===== config.mk =====
export PLATFORM = sky130hd
export DESIGN_NAME = rgb_led_effect_sequencer
export DESIGN_NICKNAME = d
export VERILOG_FILES = /design/src/sv/rgbles_pkg.sv /design/src/sv/rgb_led_effect_sequencer.sv
export SDC_FILE = /design/constraint.sdc
export NUM_CORES = 1
export LEC_CHECK = 0
export BUFFER_PORTS_ARGS = -buffer_cell sky130_fd_sc_hd__buf_2
export CORE_UTILIZATION = 51
export CTS_CLUSTER_DIAMETER = 30
export CTS_CLUSTER_SIZE = 16
export DETAILED_ROUTE_END_ITERATION = 16
export GPL_TIMING_DRIVEN = 0
export PLACE_DENSITY = 0.85
export SLEW_MARGIN = 25
export SYNTH_ARGS = -nofsm -noshare
export SYNTH_HDL_FRONTEND = slang
export SYNTH_SLANG_ARGS = --single-unit

===== constraint.sdc =====
create_clock -name clk_i -period 4.1 [get_ports clk_i]
set_clock_uncertainty 0.05 [all_clocks]
set_input_delay 0.41 -clock clk_i [delete_from_list [all_inputs] [get_ports clk_i]]
set_output_delay 0.41 -clock clk_i [all_outputs]
set_load 0.02 [all_outputs]

===== src/sv/rgbles_pkg.sv =====
`timescale 1ns / 1ps
package rgbles_pkg;

  localparam int unsigned LevelW = 11;
  localparam int unsigned DefTicksPerSecond = 2;

  localparam logic [LevelW-1:0] LevelFull = 11'd1024;
  localparam logic [LevelW-1:0] LevelHalf = 11'd512;
  localparam logic [LevelW-1:0] LevelOff  = 11'd0;
  localparam logic [9:0] ElapsedMax = 10'd1023;

  typedef enum logic [1:0] {
    CmdTick     = 2'd0,
    CmdSettings = 2'd1,
    CmdBlueFast = 2'd2,
    CmdBlueSlow = 2'd3
  } cmd_e;

  localparam logic [7:0] ModeSteady = 8'd0;
  localparam logic [7:0] ModeRedWhite = 8'd1;
  localparam logic [7:0] ModeGreenWhite = 8'd2;
  localparam logic [7:0] ModeYellow = 8'd3;
  localparam logic [7:0] ModeWhite = 8'd4;
  localparam logic [7:0] ModeCycle = 8'd100;
  localparam logic [7:0] ModeGreenFast = 8'd101;
  localparam logic [7:0] ModeGreenSlow = 8'd102;

  localparam logic [2:0] EffRedWhite = 3'd0;
  localparam logic [2:0] EffGreenWhite = 3'd1;
  localparam logic [2:0] EffYellow = 3'd2;
  localparam logic [2:0] EffWhite = 3'd3;
  localparam logic [2:0] EffCycle = 3'd4;
  localparam logic [2:0] EffGreen = 3'd5;
  localparam logic [2:0] EffBlue = 3'd6;

  localparam logic [7:0] LimitGreenFast = 8'd30;
  localparam logic [7:0] LimitGreenSlow = 8'd45;

  // index 0 bright, 1 red, 2 green, 3 blue
  typedef logic [3:0][LevelW-1:0] levels_t;

  function automatic levels_t mk_levels(input logic [LevelW-1:0] br, input logic [LevelW-1:0] r,
                                        input logic [LevelW-1:0] g, input logic [LevelW-1:0] b);
    levels_t v;
    v[0] = br;
    v[1] = r;
    v[2] = g;
    v[3] = b;
    return v;
  endfunction

  function automatic levels_t rom_entry(input logic [2:0] id, input logic [1:0] idx);
    levels_t v;
    v = mk_levels(LevelOff, LevelOff, LevelOff, LevelOff);
    case ({id, idx})
      {EffRedWhite, 2'd0}:   v = mk_levels(LevelFull, LevelFull, LevelOff, LevelOff);
      {EffRedWhite, 2'd1}:   v = mk_levels(LevelFull, LevelFull, LevelFull, LevelFull);
      {EffGreenWhite, 2'd0}: v = mk_levels(LevelFull, LevelOff, LevelFull, LevelOff);
      {EffGreenWhite, 2'd1}: v = mk_levels(LevelFull, LevelFull, LevelFull, LevelFull);
      {EffYellow, 2'd0}:     v = mk_levels(LevelFull, LevelFull, LevelFull, LevelOff);
      {EffWhite, 2'd0}:      v = mk_levels(LevelFull, LevelFull, LevelFull, LevelFull);
      {EffCycle, 2'd0}:      v = mk_levels(LevelFull, LevelFull, LevelOff, LevelOff);
      {EffCycle, 2'd1}:      v = mk_levels(LevelFull, LevelFull, LevelFull, LevelOff);
      {EffCycle, 2'd2}:      v = mk_levels(LevelFull, LevelOff, LevelOff, LevelFull);
      {EffGreen, 2'd0}:      v = mk_levels(LevelHalf, LevelOff, LevelOff, LevelOff);
      {EffGreen, 2'd1}:      v = mk_levels(LevelOff, LevelOff, LevelFull, LevelOff);
      {EffBlue, 2'd0}:       v = mk_levels(LevelHalf, LevelOff, LevelOff, LevelFull);
      default:               v = mk_levels(LevelOff, LevelOff, LevelOff, LevelOff);
    endcase
    return v;
  endfunction

  function automatic logic [1:0] rom_len(input logic [2:0] id);
    logic [1:0] n;
    case (id)
      EffRedWhite, EffGreenWhite, EffGreen, EffBlue: n = 2'd2;
      EffYellow, EffWhite:                           n = 2'd1;
      EffCycle:                                      n = 2'd3;
      default:                                       n = 2'd0;
    endcase
    return n;
  endfunction

  function automatic logic [LevelW-1:0] sat_level(input logic [LevelW-1:0] v);
    return (v > LevelFull) ? LevelFull : v;
  endfunction

endpackage


===== src/sv/rgb_led_effect_sequencer.sv =====
`timescale 1ns / 1ps
// channel   dir  fields
// s_axis    in   tuser: cmd; tdata: light, mode, timeout, bright, red, green, blue
// m_axis    out  tdata: duty bright/red/green/blue, active, saved light/mode/timeout/levels
//
// one request per cycle sustained while the output is not stalled; a result becomes valid
// (input register loads at acceptance, then state update and result register load as it advances)
// reset clears the valid flags and block state, stored levels come up at full scale, duties at zero
// a stalled result holds the result register; the input register fills behind it
// and s_axis_tready_o drops only when both are occupied
module rgb_led_effect_sequencer
  import rgbles_pkg::*;
#(
  parameter int unsigned TICKS_PER_SECOND = DefTicksPerSecond
) (
  input  logic         clk_i,
  input  logic         rst_ni,
  input  logic         s_axis_tvalid_i,
  output logic         s_axis_tready_o,
  // light[0], mode[8:1], timeout[16:9], bright[27:17], red[38:28], green[49:39],
  // blue[60:50], zero[63:61]
  input  logic [63:0]  s_axis_tdata_i,
  // cmd[1:0]
  input  logic [1:0]   s_axis_tuser_i,
  output logic         m_axis_tvalid_o,
  input  logic         m_axis_tready_i,
  // duty_bright[10:0], duty_red[21:11], duty_green[32:22], duty_blue[43:33],
  // pattern_active[44], saved_light[45], saved_mode[53:46], saved_timeout[61:54],
  // saved_bright[72:62], saved_red[83:73], saved_green[94:84], saved_blue[105:95],
  // zero[111:106]
  output logic [111:0] m_axis_tdata_o
);

  localparam int unsigned LimitW = $clog2(255 * TICKS_PER_SECOND + 1);
  localparam int unsigned CmpW = (LimitW > 10) ? LimitW : 10;

  // input register
  logic        in_valid_q;
  logic [63:0] in_data_q;
  cmd_e        in_cmd_q;
  logic        advance;

  // result register
  logic         out_valid_q;
  logic [111:0] out_data_q;

  // block state
  logic       active_q, active_d;
  logic [2:0] eff_q, eff_d;
  logic [1:0] len_q, len_d;
  logic       slow_q, slow_d;
  logic [7:0] limit_q, limit_d;
  logic [9:0] elapsed_q, elapsed_d;
  logic [1:0] pos_q, pos_d;
  logic [1:0] phase_q, phase_d;
  logic       restore_q, restore_d;
  logic       light_q, light_d;
  logic [7:0] mode_q, mode_d;
  logic [7:0] tmo_q, tmo_d;
  levels_t    levels_q, levels_d;
  levels_t    duty_q, duty_d;

  // decoded request
  logic        req_light;
  logic [7:0]  req_mode;
  logic [7:0]  req_tmo;
  levels_t     req_levels;
  logic        do_update;

  logic [9:0]      elapsed_inc;
  logic [CmpW-1:0] limit_ticks;
  logic            expired;
  logic [2:0]      pos_inc;
  logic            step;

  logic       start;
  logic [2:0] start_id;
  logic       start_slow;
  logic [7:0] start_limit;

  assign advance         = !out_valid_q || m_axis_tready_i;
  assign s_axis_tready_o = !in_valid_q || advance;
  assign do_update       = in_valid_q && advance;

  assign req_light     = in_data_q[0];
  assign req_mode      = in_data_q[8:1];
  assign req_tmo       = in_data_q[16:9];
  assign req_levels[0] = sat_level(in_data_q[27:17]);
  assign req_levels[1] = sat_level(in_data_q[38:28]);
  assign req_levels[2] = sat_level(in_data_q[49:39]);
  assign req_levels[3] = sat_level(in_data_q[60:50]);

  assign elapsed_inc = (elapsed_q < ElapsedMax) ? (elapsed_q + 10'd1) : elapsed_q;
  assign limit_ticks = CmpW'(limit_q) * CmpW'(TICKS_PER_SECOND);
  assign expired     = (limit_q != 8'd0) && (CmpW'(elapsed_inc) > limit_ticks);
  assign pos_inc     = {1'b0, pos_q} + 3'd1;
  assign step        = slow_q ? (phase_q == 2'd0) : !phase_q[0];

  always_comb begin
    active_d    = active_q;
    eff_d       = eff_q;
    len_d       = len_q;
    slow_d      = slow_q;
    limit_d     = limit_q;
    elapsed_d   = elapsed_q;
    pos_d       = pos_q;
    phase_d     = phase_q;
    restore_d   = restore_q;
    light_d     = light_q;
    mode_d      = mode_q;
    tmo_d       = tmo_q;
    levels_d    = levels_q;
    duty_d      = duty_q;
    start       = 1'b0;
    start_id    = EffBlue;
    start_slow  = 1'b0;
    start_limit = 8'd0;
    if (do_update) begin
      case (in_cmd_q)
        CmdTick: begin
          if (active_q) begin
            if (len_q == 2'd0) begin
              active_d = 1'b0;
            end else begin
              elapsed_d = elapsed_inc;
              if (expired) begin
                mode_d   = ModeSteady;
                light_d  = restore_q;
                duty_d   = restore_q ? levels_q : '0;
                active_d = 1'b0;
              end else if (len_q == 2'd1) begin
                duty_d = rom_entry(eff_q, 2'd0);
              end else begin
                if (step) begin
                  duty_d = rom_entry(eff_q, pos_q);
                  pos_d  = (pos_inc >= {1'b0, len_q}) ? 2'd0 : pos_inc[1:0];
                end
                phase_d = phase_q + 2'd1;
              end
            end
          end
        end
        CmdSettings: begin
          if (!req_light) begin
            duty_d    = '0;
            light_d   = 1'b0;
            mode_d    = ModeSteady;
            tmo_d     = 8'd0;
            restore_d = 1'b0;
            active_d  = 1'b0;
          end else begin
            duty_d[0] = req_levels[0];
            light_d   = 1'b1;
            mode_d    = req_mode;
            tmo_d     = req_tmo;
            case (req_mode)
              ModeSteady: begin
                restore_d = 1'b1;
                levels_d  = req_levels;
                active_d  = 1'b0;
                duty_d    = req_levels;
              end
              ModeRedWhite: begin
                start       = 1'b1;
                start_id    = EffRedWhite;
                start_limit = req_tmo;
              end
              ModeGreenWhite: begin
                start       = 1'b1;
                start_id    = EffGreenWhite;
                start_limit = req_tmo;
              end
              ModeYellow: begin
                start       = 1'b1;
                start_id    = EffYellow;
                start_limit = req_tmo;
              end
              ModeWhite: begin
                start       = 1'b1;
                start_id    = EffWhite;
                start_limit = req_tmo;
              end
              ModeCycle: begin
                start    = 1'b1;
                start_id = EffCycle;
              end
              ModeGreenFast: begin
                start       = 1'b1;
                start_id    = EffGreen;
                start_limit = LimitGreenFast;
              end
              ModeGreenSlow: begin
                start       = 1'b1;
                start_id    = EffGreen;
                start_slow  = 1'b1;
                start_limit = LimitGreenSlow;
              end
              default: begin
              end
            endcase
          end
        end
        CmdBlueFast: begin
          start    = 1'b1;
          start_id = EffBlue;
        end
        CmdBlueSlow: begin
          start      = 1'b1;
          start_id   = EffBlue;
          start_slow = 1'b1;
        end
        default: begin
        end
      endcase
      if (start) begin
        active_d  = 1'b1;
        eff_d     = start_id;
        len_d     = rom_len(start_id);
        slow_d    = start_slow;
        limit_d   = start_limit;
        elapsed_d = 10'd0;
        pos_d     = 2'd0;
        phase_d   = 2'd0;
      end
    end
  end

  always_ff @(posedge clk_i or negedge rst_ni) begin
    if (!rst_ni) begin
      in_valid_q  <= 1'b0;
      out_valid_q <= 1'b0;
      active_q    <= 1'b0;
      eff_q       <= 3'd0;
      len_q       <= 2'd0;
      slow_q      <= 1'b0;
      limit_q     <= 8'd0;
      elapsed_q   <= 10'd0;
      pos_q       <= 2'd0;
      phase_q     <= 2'd0;
      restore_q   <= 1'b0;
      light_q     <= 1'b0;
      mode_q      <= 8'd0;
      tmo_q       <= 8'd0;
      levels_q    <= {4{LevelFull}};
      duty_q      <= '0;
    end else begin
      if (s_axis_tvalid_i && s_axis_tready_o) begin
        in_valid_q <= 1'b1;
      end else if (advance) begin
        in_valid_q <= 1'b0;
      end
      if (advance) begin
        out_valid_q <= in_valid_q;
      end
      active_q  <= active_d;
      eff_q     <= eff_d;
      len_q     <= len_d;
      slow_q    <= slow_d;
      limit_q   <= limit_d;
      elapsed_q <= elapsed_d;
      pos_q     <= pos_d;
      phase_q   <= phase_d;
      restore_q <= restore_d;
      light_q   <= light_d;
      mode_q    <= mode_d;
      tmo_q     <= tmo_d;
      levels_q  <= levels_d;
      duty_q    <= duty_d;
    end
  end

  always_ff @(posedge clk_i) begin
    if (s_axis_tvalid_i && s_axis_tready_o) begin
      in_data_q <= s_axis_tdata_i;
      in_cmd_q  <= cmd_e'(s_axis_tuser_i);
    end
    if (do_update) begin
      out_data_q <= {6'd0, levels_d[3], levels_d[2], levels_d[1], levels_d[0], tmo_d, mode_d,
                     light_d, active_d, duty_d[3], duty_d[2], duty_d[1], duty_d[0]};
    end
  end

  assign m_axis_tvalid_o = out_valid_q;
  assign m_axis_tdata_o  = out_data_q;

  a_active_len : assert property (@(posedge clk_i) disable iff (!rst_ni)
    active_q |-> (len_q != 2'd0))
    else $error("running pattern with zero length");

  a_pos_range : assert property (@(posedge clk_i) disable iff (!rst_ni)
    active_q |-> (pos_q < len_q))
    else $error("pattern position beyond length");

  a_restore_light : assert property (@(posedge clk_i) disable iff (!rst_ni)
    restore_q |-> light_q)
    else $error("saved colour flagged while lamp stored off");

  a_levels_sat : assert property (@(posedge clk_i) disable iff (!rst_ni)
    (levels_q[0] <= LevelFull) && (levels_q[1] <= LevelFull) &&
    (levels_q[2] <= LevelFull) && (levels_q[3] <= LevelFull))
    else $error("stored level above full scale");

  a_state_hold : assert property (@(posedge clk_i) disable iff (!rst_ni)
    !do_update |=> ($stable(duty_q) && $stable(active_q) && $stable(levels_q)))
    else $error("state changed without a request");

endmodule

== Yosys cells after proc, flatten, opt, wreduce, memory -nomap -nowiden ==
Memories as Yosys holds them, arrays and structs flattened.
Index checks and enable logic that the tools add are counted.
W data, S select, Z words.
Operators by class
  add/sub/neg operators: 3
  magnitude comparators: 7
  eq/ne operators: 27
  multiplexer cells: 81
  reductions and logical operators: 31
Operators by type and width (count)
  $mux W44: 13
  $pmux W44 S6: 1
  $pmux W44 S2: 1
  $mux W8: 10
  $mux W10: 5
  $gt A11 B11 Y1 const B: 4
  $mux W11: 4
  $mux W2: 14
  $eq A8 B7 Y1 const B: 3
  $pmux W8 S3: 1
  $mux W1: 22
  $eq A3 B3 Y1 const B: 6
  $pmux W3 S6: 1
  $eq A8 B2 Y1 const B: 2
  $pmux W8 S2: 1
  $eq A3 B2 Y1 const B: 4
  $add A10 B1 Y10 const B: 1
  $gt A10 B9 Y1: 1
  $lt A10 B10 Y1 const B: 1
  $mux W3: 3
  $eq A8 B1 Y1 const B: 1
  $eq A8 B3 Y1 const B: 1
  $logic_not A8 Y1: 1
  $ne A2 B1 Y1 const B: 4
  23 further kinds: 44
Storage, ports and cells
  flip-flop bits (word level): 306
  bits in read-only memories: 160
  input bits: 70
  output and inout bits: 114
  word-level logic and storage cells: 175
  memories kept: 1
Memories
  (no name shown): words 32, width 5, rd ports 1, clocked after memory_dff 0, write ports 0, line rgbles_pkg.sv:55  | case ({id, idx})

== Depth between registers and ports, before layout ==
  depth after elaboration: 10
  gate-level depth with buffers: 15
  depth with buffers taken out: 13

== Worst setup path before layout ==
OpenSTA, ideal clock, no wires.
  kind: flip-flop to flip-flop
  start point: reg out_valid_q, in the netlist m_axis_tvalid_o
  end point: reg out_data_q[83], in the netlist m_axis_tdata_o[83] (data pin)
  library setup time: 276 ps
  arrival: 4074 ps
  required time: 3774 ps
  slack: -300 ps
  cell stages (with the launch flop): 9
  path buffers: 2
  clock period less this slack: 4400 ps
  path through: dfrtp_1 nand2b_1 nand2_1 inv_1 nand2_1 clkbuf_1 clkbuf_1 nand2_1 o21ai_0
RTL lines
  start: declaration: line rgb_led_effect_sequencer.sv:44  | logic out_valid_q;
  start signal: assignment: line rgb_led_effect_sequencer.sv:253  | out_valid_q <= in_valid_q;
  end signal: assignment: line rgb_led_effect_sequencer.sv:278  | out_data_q <= {6'd0, levels_d[3], levels_d[2], levels_d[1], levels_d[0], tmo_d, mode_d,
  end: declaration: line rgb_led_effect_sequencer.sv:45  | logic [111:0] out_data_q;

==> run metrics <==
VDD IR max=380 uV; Die H=155 um; Yosys top cell by area=edfxtp_1; most used flip-flop cell after synthesis=edfxtp_1; maximum level of the CTS H-tree=2; WP buf/inv=3; via count=8712; minimum setup slack after placement=0.0843 ns; post-DR wirelength/cell=20.9 um; TritonRoute pass-1 iters=7; crit start category=register; hold path endpoint=in_valid_q; Final setup violation count=0; share of the synthesized area in the top cell type=42.5%; Die Area=0.0240 mm2; wire length of the first global-routing pass=48.9 mm; number of clock sinks=306; measured slew at the worst slew-check pin=0.899 ns; Cells after DPL=1364; Final Max Tran Viols=0; floorplan die width=155 um; Core Area=0.0228 mm2; latest clock arrival within the worst-skew pair=0.55 ns; main area contributors after synthesis=edfxtp_1 (43%), dfrtp_1 (28%), a221o_1 (3.2%); cell class contributing the biggest share of worst-path delay=compound AO/OA/AOI/OAI gates; largest stage delay on the critical path=0.45 ns; RSZ-0062 raised after global routing=false; worst-path cell chain=ha_1, nand3_4, or3_1, clkbuf_1, a21oi_1, ha_1, nor2b_1, o21ai_0, a21oi_1, o21bai_1, o22ai_4, and4_4, buf_6, buf_6, a221o_1; summed instance area of the synthesized netlist=0.0119 mm2; most instantiated library cell after synthesis=edfxtp_1; First DRT Iteration DRCs=741; crit path capture type=register; Clk Tree Root Cell=clkbuf_16; post-layout min period=3.93 ns; worst reg2reg path depth=15; combinational family with the most area after synthesis=compound AO/OA/AOI/OAI gates; TritonCTS clock tree=built; share of async-settable or async-resettable flops after synthesis=44.8%; Hold Path Cell Cnt=2; source of the worst register-to-register timing path=elapsed_q[0]; fraction of layout instances using a drive strength above 1=25.0%; Max Root-Sink Buffers=3; final setup margin=0.174 ns; fraction of the mapped netlist area in compound gates=11.7%; worst setup slack for register-to-register paths=0.17 ns; endpoint of the worst-slack reg-to-reg timing path=m_axis_tdata_o[26]; half-perimeter wire length after detailed placement=18.6 mm; GRT Overall Usage=26.6%; synthesized-area fraction occupied by adder cells=1.74%; min-delay src=s_axis_tvalid_i; fraction of the mapped netlist area in simple logic gates=11.1%; outcome=finished clean; standard-cell rows=55; Inserted Clock Buffers=47; initial core utilization=52.4%; Final Wtd Congestion=0.872; Detailed Route WL=31.7 mm; number of flip-flops and latches in the synthesized netlist=306; leakage power figure=6.89 nW; data required time at the worst endpoint=4.34 ns; Avg Synthesized Cell Area=13.8 um2; Achievable Freq=255 MHz; Total Negative Setup Slacks=0 ns; Area growth, synth to finish=30.9%; post-DR vias/cell=5.74; total of buffers placed on input and output ports=174; worst hold path class=primary input to register; distinct cell type count of the synthesized netlist=64; worst endpoint data arrival time=4.16 ns; Crit Path Class=register to register; P per Cell Area=534 mW/mm2; slowest cell on the critical path=dfrtp_1; number of I/O pins=184; mux contribution to synthesized area=1.29%; number of instances in the synthesized netlist=866; pin count of the biggest net entering global routing=71; relative slew slack=39.7%; total number of yosys warnings=0; post-CTS repair timing setup buffer count=0; DRT antenna net count=0; total gr overflow=0; max-cap violations=0; Crit Path Max Fanout=10; Post-synth top cells=edfxtp_1 (169), dfrtp_1 (133), nand2_1 (92); count of final hold-check violations=0; number of antenna violations at the first check in global routing=1; number of nets at the end of the flow=1250; non-filler cells, final=1517; share of the clock period used by the worst path after layout=95.8%; post-synthesis xor/xnor area fraction=0.587%; share of synthesized area occupied by flip-flops and latches=71.3%; number of enable flip-flop cells after synthesis=169; via count of the first global-routing pass=8983; register clock-pin slew on the reported worst setup and hold paths=0.06 ns; DRC=0
## metrics by stage
step	power, W	hold WS, ns	util (%)	instance area [um2]
global placement	0.00430	0.414	58.1	13200
detailed placement	0.00434	0.369	58.8	13400
floorplan	0.00405	0.0644	-	12000
global route	0.00860	0.0200	68.6	15600
CTS	0.00833	0.000545	68.5	15600
finish	0.00835	0.0419	68.6	15600
## worst register-to-register path: stages (launching register included)
cell and delay, ns:
dfrtp_1 0.45, ha_1 0.29, nand3_4 0.15, or3_1 0.37, clkbuf_1 0.17, a21oi_1 0.20
ha_1 0.27, nor2b_1 0.14, o21ai_0 0.19, a21oi_1 0.09, o21bai_1 0.23, o22ai_4 0.17
and4_4 0.25, buf_6 0.15, buf_6 0.15, a221o_1 0.35
## cell families after synthesis
kind of cell	count (synthesis)
multiplexers	15
AO/OA/AOI/OAI	195
buffers and inverters	62
AND/OR/NAND/NOR	263
adder cells (fa/ha/maj)	16
other	1
XOR/XNOR	8
flip-flops	306
## routing by layer
layer,vias to the layer above,track usage [%],share of wire (%)
met5,-,0,0
met4,0,14.0,4.9
met3,115,6.21,8.0
met2,486,44.1,49
met1,4286,32.8,38
li1,3825,-,-
## sequential cells by signal, indices dropped and copies added, names as in the netlist
name and cells:
eff_q 3, in_data_q 61, light_q 1, m_axis_tvalid_o 1, elapsed_q 10, restore_q 1, pos_q 2, limit_q 8
in_valid_q 1, len_q 2, tmo_q 8, active_q 1, in_cmd_q 2, phase_q 2, mode_q 8, duty_q 44
levels_q 44, slow_q 1, m_axis_tdata_o 106
## cell usage in the layout (no fill, tap or decap), drive strengths merged, types with 5 or more instances in the layout
| cell | synthesis | routed |
|---|---|---|
| a21o | 20 | 20 |
| a21oi | 26 | 26 |
| a221o | 38 | 38 |
| a22o | 10 | 10 |
| a22oi | 8 | 8 |
| and2 | 19 | 19 |
| and3 | 20 | 20 |
| buf | 16 | 196 |
| clkbuf | 29 | 80 |
| clkinv | 0 | 12 |
| clkinvlp | 0 | 5 |
| conb | 1 | 6 |
| dfrtp | 133 | 133 |
| dlygate4sd3 | 0 | 64 |
| edfxtp | 169 | 169 |
| ha | 15 | 15 |
| inv | 17 | 35 |
| mux2i | 12 | 12 |
| nand2 | 92 | 92 |
| nand2b | 26 | 26 |
| nand3 | 17 | 17 |
| nand4 | 5 | 5 |
| nor2 | 44 | 44 |
| nor3 | 13 | 13 |
| nor3b | 5 | 5 |
| nor4 | 5 | 5 |
| o21ai | 59 | 59 |
| o22ai | 10 | 10 |
| xor2 | 5 | 5 |
## timing repair
item | CTS | global route
hold endpoints to repair | 131 | 1
gates resized for setup | 0 | 2
endpoints found under the setup margin | 0 | 13
hold buffers | 63 | 1
## power by group
group	leakage (nW)	internal (W)	switching, W
clock	0.775	0.00235	0.00163
sequential	3.52	0.00347	0.0000951
combinational	2.59	0.000292	0.000517
## layout make-up
class	instances	area [um2]
sequential	306	8510
fill	1492	7150
multi-input combinational	503	3180
timing repair buffer	244	1670
clock buffer	51	1200
tap	313	392
clock inverter	37	387
buffer	45	218
inverter	17	67.6
antenna	1	2.50
## how the worst max path moves through the flow
stage | end | cells past startpoint | startpoint | slack (ns)
2_1_floorplan | m_axis_tdata_o[102] | 7 | m_axis_tready_i | 0.33
3_3_place_gp | m_axis_tdata_o[71] | 9 | m_axis_tready_i | -1.43
3_5_place_dp | m_axis_tdata_o[35] | 13 | elapsed_q[0] | 0.08
4_1_cts | m_axis_tdata_o[35] | 13 | elapsed_q[0] | 0.07
5_1_grt | m_axis_tdata_o[26] | 15 | elapsed_q[0] | 0.005
6_report | m_axis_tdata_o[26] | 15 | elapsed_q[0] | 0.17
Note: power is estimated with default switching activity, not from simulation.
